<file path="config.mk">
export PLATFORM = sky130hd
export DESIGN_NAME = slpr_cfg
export DESIGN_NICKNAME = d
export VERILOG_FILES = /design/src/hw/rtl/slpr_pkg.sv /design/src/hw/rtl/slpr_cfg.sv
export SDC_FILE = /design/constraint.sdc
export NUM_CORES = 1
export LEC_CHECK = 0
export BUFFER_PORTS_ARGS = -buffer_cell sky130_fd_sc_hd__buf_2
export CAP_MARGIN = 20
export CELL_PAD_IN_SITES_DETAIL_PLACEMENT = 0
export CELL_PAD_IN_SITES_GLOBAL_PLACEMENT = 2
export CORE_MARGIN = 2
export CORE_UTILIZATION = 27
export DETAILED_ROUTE_END_ITERATION = 8
export PLACE_DENSITY = 0.74
export SLEW_MARGIN = 10
export SYNTH_ARGS = -nofsm -noshare
export SYNTH_HDL_FRONTEND = slang
export SYNTH_SLANG_ARGS = --single-unit
</file>
<file path="constraint.sdc">
create_clock -name i_clk -period 0.87 [get_ports i_clk]
set_input_delay 0.0435 -clock i_clk [delete_from_list [all_inputs] [get_ports i_clk]]
set_output_delay 0.0435 -clock i_clk [all_outputs]
set_load 0.03 [all_outputs]
</file>
<file path="src/hw/rtl/slpr_pkg.sv">
// Shared types and constants for the second-order low-pass filter with rate output.
package slpr_pkg;

    localparam int COEF_W     = 40;
    localparam int VEL_W      = 32;
    localparam int SR_W       = 16;
    localparam int CFG_IDX_W  = 3;
    localparam int CFG_DATA_W = 40;

    localparam logic [CFG_IDX_W-1:0] REG_COEF_POS_RATE  = 3'd0;
    localparam logic [CFG_IDX_W-1:0] REG_COEF_POS_ERR   = 3'd1;
    localparam logic [CFG_IDX_W-1:0] REG_COEF_RATE_RATE = 3'd2;
    localparam logic [CFG_IDX_W-1:0] REG_COEF_RATE_ERR  = 3'd3;
    localparam logic [CFG_IDX_W-1:0] REG_SAMPLE_RATE_HZ = 3'd4;
    localparam logic [CFG_IDX_W-1:0] REG_BYPASS         = 3'd5;

    localparam logic [SR_W-1:0] SAMPLE_RATE_RESET = 16'd1000;

    typedef struct packed {
        logic signed [COEF_W-1:0] coef_pos_rate;
        logic signed [COEF_W-1:0] coef_pos_err;
        logic signed [COEF_W-1:0] coef_rate_rate;
        logic signed [COEF_W-1:0] coef_rate_err;
        logic        [SR_W-1:0]   sample_rate_hz;
        logic                     bypass;
    } t_cfg;

endpackage

</file>
<file path="src/hw/rtl/slpr_cfg.sv">
// Configuration register bank for the filter coefficients, sample rate and bypass.
module slpr_cfg (
    input  logic                                i_clk,
    input  logic                                i_rst_n,
    input  logic                                i_cfg_we,
    input  logic [slpr_pkg::CFG_IDX_W-1:0]      i_cfg_idx,
    input  logic [slpr_pkg::CFG_DATA_W-1:0]     i_cfg_data,
    output slpr_pkg::t_cfg                      o_cfg
);

    slpr_pkg::t_cfg r_cfg;

    always_ff @(posedge i_clk) begin
        if (!i_rst_n) begin
            r_cfg.coef_pos_rate  <= '0;
            r_cfg.coef_pos_err   <= '0;
            r_cfg.coef_rate_rate <= '0;
            r_cfg.coef_rate_err  <= '0;
            r_cfg.sample_rate_hz <= slpr_pkg::SAMPLE_RATE_RESET;
            r_cfg.bypass         <= 1'b0;
        end else if (i_cfg_we) begin
            case (i_cfg_idx)
                slpr_pkg::REG_COEF_POS_RATE: begin
                    r_cfg.coef_pos_rate <= i_cfg_data[slpr_pkg::COEF_W-1:0];
                end
                slpr_pkg::REG_COEF_POS_ERR: begin
                    r_cfg.coef_pos_err <= i_cfg_data[slpr_pkg::COEF_W-1:0];
                end
                slpr_pkg::REG_COEF_RATE_RATE: begin
                    r_cfg.coef_rate_rate <= i_cfg_data[slpr_pkg::COEF_W-1:0];
                end
                slpr_pkg::REG_COEF_RATE_ERR: begin
                    r_cfg.coef_rate_err <= i_cfg_data[slpr_pkg::COEF_W-1:0];
                end
                slpr_pkg::REG_SAMPLE_RATE_HZ: begin
                    r_cfg.sample_rate_hz <= i_cfg_data[slpr_pkg::SR_W-1:0];
                end
                slpr_pkg::REG_BYPASS: begin
                    r_cfg.bypass <= i_cfg_data[0];
                end
                default: begin
                end
            endcase
        end
    end

    assign o_cfg = r_cfg;

endmodule

</file>
==> results summary, run 1 <==
The run finished, with violations left. The final reports fail on negative setup slack. The number of flops mapped to enable cells by yosys came out at 0.

The average instance area after synthesis is 10.4 um^2. The multiplexer fraction of the synthesized cell area came out at 27.2%. The detailed router used layers up to and including met4.

Input and output buffers added on the ports amount to between 200 and 250. The number of inserted diodes came out at 0. The post-synthesis sequential area ratio came out at a little over half. The final hold slack came out at 0.0116 ns.

The least setup slack across all paths after layout came out at -0.0820 ns. The flip-flop cell with the highest count after synthesis is sky130_fd_sc_hd__dfxtp_1. After layout, the design draws a total of approximately 18 mW. On the worst path, the slowest cell contributes a delay of ~0.35 ns.

Wire segments on met3 add up to 1100 um in the final route. For this block, wires on met1 add up to 8980 um. The standby leakage power came out at about 5.2 nW.

The die span in y came out at 159 um. The worst register-to-register path begins at o_cfg[151]. The number of rows in the core area is between 50 and 60. The number of antenna violations at the first check in global routing is 0. The maximum number of buffers from clock root to sink is 2.

The core utilization of the finished layout is 46.1%. The fraction of the mapped netlist area in adder cells is 0%. The signal on the critical path passes through buf_6.

After synthesis, the most frequently instantiated cells are 211 x sky130_fd_sc_hd__nand2_1, 177 x sky130_fd_sc_hd__dfxtp_1, 177 x sky130_fd_sc_hd__mux2i_1, 20 x sky130_fd_sc_hd__clkbuf_1, 12 x sky130_fd_sc_hd__nor2b_1. The worst setup path is of the flop to output port kind. The cell family contributing the most delay on the critical path is flip-flops. The final routed DRC violation total came out at 0. The total of flip-flops plus latches after synthesis came out at ~180. Tracing the worst setup path back leads to its startpoint at o_cfg[3]. After the last flow step, the layout net total stands at ~980. The final estimated routing congestion in global placement is 0.689. In the detailed route, the total length drawn on met2 is ~9300 um. Ranked by total cell area, the synthesized netlist is headed by sky130_fd_sc_hd__dfxtp_1 54%, sky130_fd_sc_hd__mux2i_1 27%, sky130_fd_sc_hd__nand2_1 12%, sky130_fd_sc_hd__clkbuf_1 1.2%, sky130_fd_sc_hd__nor2b_1 1.2%. Across every metal layer, demand over resource in global routing totals ~15%. The kind of path behind the tightest hold check is input pin to flop. For this design, the slowest cell found on the critical path is sky130_fd_sc_hd__dfxtp_2. The clock buffer count from CTS came out at 17. The count of pins over their slew limit is 0. Summed over all failing endpoints, the final setup total negative slack is -10.70 ns.

Measured against its own limit, the worst slew margin works out to about three quarters. The pin count of the biggest net entering global routing came out at 33. The area of the die is 0.0254 mm^2. The number of instances in the synthesized netlist is between 600 and 700.

The violation count after the first detailed-routing iteration came out at roughly 230. The startpoint type of the worst setup path is a flop. The post-route netlist has a little over half of its cells at a drive strength greater than 1. By area, the combinational part of the netlist is dominated by multiplexers. After global routing the overflow that remains totals 0.

The TritonCTS sink count came out at 177. Setup repair after global routing could not meet its margin everywhere. The worst clock skew is 0 ns. The mean number of vias per cell came out at 4.25.

The tree is rooted in a sky130_fd_sc_hd__clkbuf_16. sky130_fd_sc_hd__dfxtp_1 takes more of the synthesized area than any other cell. The total power per unit cell area came out at around 1700 mW/mm^2. Dividing the detail-routed wire length by the instance count gives between 15 and 20 um.

IR analysis of the VDD net gives a maximum drop of 1.10 mV. The fmax is 1.05 GHz. The clock period minus final worst setup slack is roughly 0.95 ns.

The clock-pin slew on the worst setup and hold paths came out at approximately 0.070 ns. After Yosys synthesis, XOR and XNOR cells account for 0% of the synthesized area. The starting density of the core is about 28%. The slew of the pin with the lowest slew margin came out at around 0.36 ns.

In this run the standard cell core region covers around 0.024 mm^2. The layout has between 2,000 and 2,500 filler cells. The number of warning messages in the yosys log is 0.

The share of the synthesized area in the top cell type came out at between 50% and 60%. The number of global-route vias before repair is approximately 5,600. The residual antenna-violating net count after detailed routing is 0. The number of H-tree branching levels is 4. The arrival time of data at the critical path endpoint is a little over 0.9 ns. The worst-case setup slack after placement came out at -0.282 ns. The number of hold-slack violations in the final timing report is 0.

After synthesis, the share of flip-flops with an asynchronous set or reset is 0%. The total length of routed wires came out at roughly 20,000 um. The flip-flop count of the largest register, all copies and words added is between 150 and 200. The worst setup path is captured at an output port. The first detailed-routing pass took 4 iterations. TritonCTS built the clock tree. The post-synthesis compound-gate area fraction is 0%. The count of max-cap constraint violations came out at 0.

The half-perimeter wire length after placement is around 13,000 um. The fraction of the cycle the final worst path needs came out at 109%. The first global-routing pass estimated approximately 31,000 um of wire. The number of top-level design ports is 223. After Yosys synthesis, and, or, nand and nor cells account for between 10% and 20% of the synthesized area.

The number of buffers and inverters on the critical path is 1. The highest net fanout along the worst path is 2. At the later pin of the worst-skew pair, clock insertion delay measures roughly 0.42 ns. The area growth from synthesis to layout is 66.9%. The overall via count from detail_route came out at 5,403. The number of library cell types mapped by synthesis came out at 14. The start point of the worst min-delay path is i_cfg_data[10]. By instance count, the leading cell after synthesis is sky130_fd_sc_hd__nand2_1.

The synthesized netlist net count came out at 674. The required time of the critical path came out at between 0.8 and 0.9 ns. The cell area that synthesis handed to floorplanning was between 0.006 and 0.007 mm^2.

The count of endpoints failing setup in the final report came out at 177. The die is ~160 um wide.
repair_timing:
action                                  4_1_cts  5_1_grt
gates resized for setup                     531        1
setup buffers                                15       22
hold endpoints to repair                    128        0
endpoints found under the setup margin      177      177
pin swaps                                     0        0
hold buffers                                 34        0
through the flow:
step,area [um^2],std cells
after floorplan,6520,628
after global placement,8310,1167
after detailed placement,8310,1167
after CTS,10700,1248
after global routing,10900,1270
final,10900,1270
routing by layer:
metal / GRT usage (%) / vias up
li1: - / 2683
met1: 19.3 / 2565
met2: 25.6 / 139
met3: 4.77 / 16
met4: 4.21 / 0
met5: 0 / -
cell usage in the layout, fill, tap and decap left out, types with 3 or more instances in the layout:
| cell type | Yosys | layout |
|---|---|---|
| sky130_fd_sc_hd__clkinv_4 | 0 | 3 |
| sky130_fd_sc_hd__buf_6 | 4 | 177 |
| sky130_fd_sc_hd__clkbuf_16 | 0 | 17 |
| sky130_fd_sc_hd__nand2_1 | 211 | 211 |
| sky130_fd_sc_hd__nor2b_1 | 12 | 12 |
| sky130_fd_sc_hd__dlygate4sd3_1 | 0 | 34 |
| sky130_fd_sc_hd__buf_4 | 9 | 67 |
| sky130_fd_sc_hd__mux2i_1 | 177 | 177 |
| sky130_fd_sc_hd__buf_12 | 1 | 13 |
| sky130_fd_sc_hd__buf_2 | 9 | 44 |
| sky130_fd_sc_hd__dfxtp_2 | 0 | 177 |
| sky130_fd_sc_hd__bufinv_16 | 0 | 3 |
path summary, 6_finish.rpt:
path	cells past startpoint	slack (ns)	end
max	1	-0.08	o_cfg[3]
min	3	0.01	o_cfg[27]
max reg2reg	4	0.07	o_cfg[151]
min reg2reg	2	0.46	o_cfg[159]
where the power goes:
| group | total (mW) | switching [mW] | leakage [nW] | internal (mW) |
|---|---|---|---|---|
| clock | 8.09 | 3.42 | 0.295 | 4.68 |
| combinational | 1.95 | 1.04 | 3.43 | 0.909 |
| sequential | 8.45 | 0.134 | 1.51 | 8.31 |
| total | 18.5 | 4.59 | 5.24 | 13.9 |
cell type report:
class	count	area (um^2)	area share, %
Multi-Input combinational cell	406	2760	25.4
Sequential cell	177	3760	34.6
Timing Repair Buffer	336	3330	30.6
Clock inverter	12	171	1.58
Clock buffer	20	447	4.11
Tap cell	319	399	3.67
cell families (layout without fill, tap and decap cells):
group         after synthesis  in the layout
simple gates              229            229
flops                     177            177
buf+inv                    45            368
mux                       177            177
Power figures use the tool's default switching activity.
==> inputs of run 2 (changes only) <==
--- a/config.mk
+++ b/config.mk
@@ -13,6 +13,7 @@
 export CORE_UTILIZATION = 27
 export DETAILED_ROUTE_END_ITERATION = 8
 export PLACE_DENSITY = 0.74
+export RECOVER_POWER = 25
 export SLEW_MARGIN = 10
 export SYNTH_ARGS = -nofsm -noshare
 export SYNTH_HDL_FRONTEND = slang
==> results summary, run 2 (same netlist as run 1, synthesis figures left out) <==
The run finished, with violations left. The final reports fail on negative setup slack. The worst hold path cell count came out at 3. After detailed routing, the number of remaining DRC violations is 0. The final estimated routing congestion in global placement came out at between 0.6 and 0.7. The routed wirelength normalized by instance count came out at 15.5 um. The worst setup slack for register-to-register paths is 0.07 ns.

The half-perimeter wire length after placement came out at roughly 13,000 um. The least setup slack across all paths after layout came out at -0.0808 ns. After floorplanning, the core was sized to cover roughly 0.024 mm^2. Measured against its own limit, the worst slew margin works out to between 60 and 70%. The worst clock skew came out at 0 ns.

The library cell used most frequently in the layout, excluding fill and tap cells, is sky130_fd_sc_hd__nand2_1. Global routing consumed, over all layers together, 15.4% of the routing resources. The clock-pin slew on the worst setup and hold paths came out at 0.07 ns. The die span in y came out at between 150 and 200 um. The count of max-cap constraint violations is 0. The first-pass detailed-route iteration total came out at 4. The total overflow left after global routing is 0. The buffering stage count on the worst path with inverters included is 1.

The mean number of vias per cell is ~4.3. The worst setup path is captured at an output port. The critical path goes through buf_6. The cell depth of the worst flop-to-flop path is 4. The number of hold-slack violations in the final timing report is 0. The layout overhead on the synthesized area is 65.7%. The violation count after the first detailed-routing iteration is approximately 230. Setup repair after global routing could not meet its margin everywhere. The fmax came out at around 1.1 GHz. The number of global-route vias before repair was approximately 5,600. The number of inserted diodes came out at 0.

The critical path class is flop to output port. In this run the critical register-to-register path is launched from o_cfg[151]. The worst-skew pair later-pin latency is between 0.4 and 0.5 ns. For this design the top-level I/O count stands at roughly 220. The count of pins over their slew limit is 0.

The path with the worst hold slack has its endpoint at o_cfg[2]. The clock buffer count from CTS came out at 17. The number of rows in the core area came out at 56.

For this configuration, the core starts out at a cell density of about 28%. The required time of the critical path came out at slightly above 0.8 ns. Of the total power, the share spent switching nets is 24.8%. In the final layout, the share of cells above drive strength 1 is 53.5%.

Counting along the longest clock path gives a buffer depth of 2. Summing all placed instances gives a cell area of 0.00831 mm^2. The worst hold path belongs to the class input pin to flop.

The highest net fanout along the worst path is 2. The pin count of the biggest net entering global routing came out at 33. The number of I/O port buffers came out at 222.

The reported net switching power is about 4.6 mW. The number of H-tree branching levels came out at 4. The slew of the pin with the lowest slew margin is between 0.4 and 0.5 ns.

The total power per unit cell area is roughly 1700 mW/mm^2. The die is 159 um wide. In this run the number of cells on the critical path is 1. In this run the remaining antenna-violating nets after routing total 0. The area of the die came out at 0.0254 mm^2.

The fraction of power consumed by combinational cells came out at 10.4%. The clock period minus final worst setup slack is 0.951 ns. The endpoint of the most critical register-to-register path is o_cfg[151].

The standby leakage power came out at 5.20 nW. The part of the power in registers came out at ~46%. The slowest stage of the critical path is the sky130_fd_sc_hd__dfxtp_2 cell. The number of nets in the finished design came out at between 900 and 1,000. The startpoint type of the worst setup path is a flop. The total internal power is about 14 mW. The arrival time of data at the critical path endpoint is a little over 0.9 ns. The share of power burned in the clock network is approximately 44%. The worst stage delay on the critical path is about 0.35 ns. In this design, the largest share of critical-path delay is due to flip-flops. In the layout the commonest cells are 211 x sky130_fd_sc_hd__nand2_1, 177 x sky130_fd_sc_hd__mux2i_1, 177 x sky130_fd_sc_hd__buf_6, 177 x sky130_fd_sc_hd__dfxtp_2, 68 x sky130_fd_sc_hd__buf_4. Across the VDD grid, the largest voltage drop is 1.10 mV. The flip-flop count of the largest register, all copies and words added came out at between 150 and 200. The worst-case setup slack after placement is -0.282 ns. TritonCTS built the clock tree.

The overall via count from detail_route is around 5,400. The number of antenna violations at the first check in global routing was 0. In this run the clock root is driven by a sky130_fd_sc_hd__clkbuf_16.

Summed over all layers, the routed wires come to ~20,000 um. The start point of the worst min-delay path is i_cfg_data[1]. The count of endpoints failing setup in the final report came out at 210.

The final standard cell area without fillers came out at ~0.011 mm^2. Counting every sink on the clock net gives about 180. The fraction of the cycle the final worst path needs is 109%. The first-pass GRT wire length is between 30,000 and 40,000 um.
run 2: cell types whose count changed in the layout (fill, tap and decap cells not counted), sizes merged:
| cell | delta |
|---|---|
| buf | -2 |
| clkbuf | +2 |
run 2: worst min-delay path: stages:
cell,delay (ns)
sky130_fd_sc_hd__buf_2,0.10
sky130_fd_sc_hd__nand2_1,0.16
sky130_fd_sc_hd__mux2i_1,0.10
run 2: area by class of cell:
class                      count  area (um^2)
fill                        2296        12800
sequential                   177         3760
timing repair buffer         336         3290
multi-input combinational    406         2730
clock buffer                  20          447
tap                          319          399
clock inverter                12          171
run 2: worst max path at each step:
stage	startpoint	slack, ns	to
floorplan	i_cfg_idx[1]	-0.01	o_cfg[138]
global placement	i_cfg_idx[1]	-0.25	o_cfg[141]
detailed placement	i_cfg_idx[1]	-0.28	o_cfg[145]
CTS	o_cfg[152]	-0.11	o_cfg[152]
global route	o_cfg[3]	-0.12	o_cfg[3]
finish	o_cfg[173]	-0.08	o_cfg[173]
run 2: repair_timing:
action	4_1_cts	5_1_grt
setup endpoints to repair	177	177
hold buffers	34	0
resized for setup	531	1
buffers inserted	15	22
hold endpoints to repair	128	0
pin swaps	0	0
run 2: per-layer routing:
layer  global-route usage, %  vias up  share of wire (%)
met3                    4.77       16                5.5
met4                    4.21        0                1.0
met5                       0        -                  0
met2                    25.6      141                 48
li1                        -     2683                  -
met1                    19.3     2568                 46
run 2: power groups by stage:
stage / clock [mW] / combinational [mW] / sequential, mW
5_1_grt: 8.68 / 2.05 / 8.46
2_1_floorplan: 0 / 0.577 / 8.90
4_1_cts: 8.35 / 1.93 / 8.45
3_5_place_dp: 0 / 1.59 / 8.56
3_3_place_gp: 0 / 1.59 / 8.56
6_report: 8.09 / 1.92 / 8.44
run 2: through the flow:
step	power (mW)	std cells	util (%)	hold WS [ns]	setup TNS, ns
after floorplan	9.48	628	-	0.210	-0.558
final	18.5	1270	45.7	0.00902	-11.90
after global routing	19.2	1270	45.7	0.0202	-21.93
after CTS	18.7	1248	45.3	0.00183	-15.74
after detailed placement	10.1	1167	35.2	0.329	-33.39
after global placement	10.1	1167	35.2	0.321	-29.87
==> inputs of run 3 (changes only) <==
==> constraint.sdc (replaced) <==
create_clock -name i_clk -period 0.8 [get_ports i_clk]
set_input_delay 0.04 -clock i_clk [delete_from_list [all_inputs] [get_ports i_clk]]
set_output_delay 0.04 -clock i_clk [all_outputs]
set_load 0.03 [all_outputs]
==> results summary, run 3 (same netlist as run 1, synthesis figures left out) <==
The flow ran to the end, but the final reports show violations. The checks that failed: negative setup slack. The buffer type at the clock tree root is sky130_fd_sc_hd__clkbuf_16. The TritonCTS sink count is 177. For this block, the routed nets add up to ~20,000 um of wire. The library cell used most frequently in the layout, excluding fill and tap cells, is sky130_fd_sc_hd__nand2_1. The first-pass detailed-route iteration total came out at 4. In this design, the stage delay of the slowest critical-path cell is between 0.3 and 0.4 ns. Derived from the worst setup path, the maximum achievable clock frequency is roughly 1.1 GHz.

The number of fill cells is 2,295. The peak ir drop on the vdd network came out at 0.945 mV. The clock period minus final worst setup slack is 0.951 ns. The least setup slack across all paths after layout is -0.151 ns. The worst setup slack for register-to-register paths is 0.01 ns. The number of placed instances, taps included is between 1,000 and 1,500. Setup repair after global routing could not meet its margin everywhere. The clock-pin slew on the worst setup and hold paths is around 0.070 ns. The number of hold-slack violations in the final timing report is 0. For this design, the slowest cell found on the critical path is sky130_fd_sc_hd__dfxtp_2. STA classifies the critical path startpoint as a flop. The number of H-tree branching levels is 4. The number of nets in the finished design is between 1,000 and 1,500.

Input and output buffers added on the ports amount to between 200 and 250. Per report_power, the clock group accounts for a little over two fifths of the total. The global-route total usage across every layer is between 15 and 20%. The die is 159 um wide.

The pin count of the biggest net entering global routing is 24. The clock buffer count from CTS is 17. The tightest slew margin relative to the limit came out at roughly 74%. The mean number of vias per cell is 4.25.

Data on the critical path arrives at its endpoint at just over 0.9 ns. The critical path class is flop to output port. The worst-case setup slack after placement came out at -0.342 ns. The number of inserted diodes is 0. The part of the power in registers came out at 47.2%. The standby leakage power is 5.31 nW. The number of top-level design ports came out at approximately 220. The residual antenna-violating net count after detailed routing is 0.

The number of rows in the core area came out at 56. The flip-flop count of the largest register, all copies and words added came out at between 150 and 200. The count of endpoints failing setup in the final report is ~190.

The min-delay analysis places its worst path in the category input pin to flop. The layout overhead on the synthesized area is 68.5%. The final estimated routing congestion in global placement is 0.714. The worst-skew pair later-pin latency is just over 0.4 ns. The first-pass GRT wire length is 31,700 um. Traced cell by cell, the critical path runs through buf_6. Summed over all nets, the switching power comes to between 5 and 6 mW.

The number of antenna violations at the first check in global routing is 0. Once the floorplan was initialized, standard cells occupied between 20% and 30% of the core. The area of the core is about 0.024 mm^2. The half-perimeter wire length after placement came out at 13,900 um.

The count of pins over their slew limit is 0. The total power per unit cell area came out at around 1800 mW/mm^2. The area of the die came out at roughly 0.025 mm^2. The final routed DRC violation total is 0. The clock arrives with 0 ns of skew. The count of max-cap constraint violations is 0. The required time of the critical path came out at 0.76 ns.

Of the total power, the share spent switching nets is approximately a quarter. The library cells used most frequently in the layout, excluding fill and tap cells, are 208 x sky130_fd_sc_hd__nand2_1, 178 x sky130_fd_sc_hd__buf_6, 177 x sky130_fd_sc_hd__mux2i_1, 175 x sky130_fd_sc_hd__dfxtp_2, 92 x sky130_fd_sc_hd__buf_4. Dividing the final minimum period by the clock period gives 119%.

At the pin with the least slew margin, the transition time is between 0.3 and 0.4 ns. The die span in y came out at between 150 and 200 um. The top cell family by delay on the critical path is flip-flops. After the first detailed-routing iteration, the DRC count stood at 170. The remaining global-route overflow is 0. Cell internal power was estimated by the tool at ~14 mW.

The highest net fanout along the worst path is 2. Combinational logic is responsible for between 10% and 20% of the overall power. The final cell count without fillers is 1,297. The worst setup path is captured at an output port. The buffering stage count on the worst path with inverters included is 1. The number of global-route vias before repair is about 5,700.

The share of layout cells above drive strength 1 is a little over half. TritonCTS built the clock tree. The overall via count from detail_route came out at approximately 5,500. After detailed routing, the average wire length per cell comes to approximately 16 um.

The maximum number of buffers from clock root to sink is 2.
run 3: per-layer routing:
| metal | track usage, % | wire [um] | vias to the layer above | part of all wire (%) |
|---|---|---|---|---|
| met3 | 3.46 | 848 | 15 | 4.2 |
| li1 | - | - | 2748 | - |
| met1 | 20.1 | 9360 | 2622 | 46 |
| met4 | 4.59 | 278 | 0 | 1.4 |
| met5 | 0 | 0 | - | 0 |
| met2 | 26.9 | 9750 | 126 | 48 |
run 3: per-stage QoR:
| step | cell area, um^2 | hold WS (ns) | setup TNS (ns) | power, mW | utilization [%] |
|---|---|---|---|---|---|
| after floorplan | 6530 | 0.206 | -3.88 | 10.3 | - |
| after global placement | 8420 | 0.325 | -42.38 | 11.1 | 35.7 |
| after detailed placement | 8420 | 0.335 | -44.72 | 11.1 | 35.7 |
| after CTS | 10800 | 0.00505 | -26.97 | 19.7 | 45.9 |
| after global routing | 11000 | 0.0327 | -30.92 | 20.3 | 46.5 |
| final | 11000 | 0.0241 | -22.20 | 19.5 | 46.5 |
run 3: area by class of cell:
type / instances / area (um^2) / area share, %
clock buffer: 19 / 433 / 3.94
clock inverter: 13 / 128 / 1.16
sequential: 177 / 3760 / 34.3
multi-input combinational: 406 / 2750 / 25.1
timing repair buffer: 363 / 3510 / 31.9
tap: 319 / 399 / 3.64
run 3: worst paths after layout:
kind	startpoint	cells past startpoint	endpoint
setup / recovery	o_cfg[154]	1	o_cfg[154]
hold / removal	i_cfg_data[12]	3	o_cfg[29]
setup reg to reg	o_cfg[21]	4	o_cfg[21]
hold reg to reg	o_cfg[151]	2	o_cfg[151]
run 3: timing repair:
action | in CTS | in global routing
resized for setup | 531 | 3
buffers inserted | 23 | 26
hold endpoints to repair | 139 | 0
endpoints found under the setup margin | 177 | 177
hold buffers | 35 | 0
run 3: power groups by stage:
| stage | clock network [mW] | logic, mW | registers [mW] |
|---|---|---|---|
| 6_report | 8.09 | 2.19 | 9.18 |
| 5_1_grt | 8.76 | 2.33 | 9.20 |
| 4_1_cts | 8.36 | 2.19 | 9.18 |
| 3_5_place_dp | 0 | 1.79 | 9.30 |
| 3_3_place_gp | 0 | 1.79 | 9.31 |
| 2_1_floorplan | 0 | 0.635 | 9.68 |
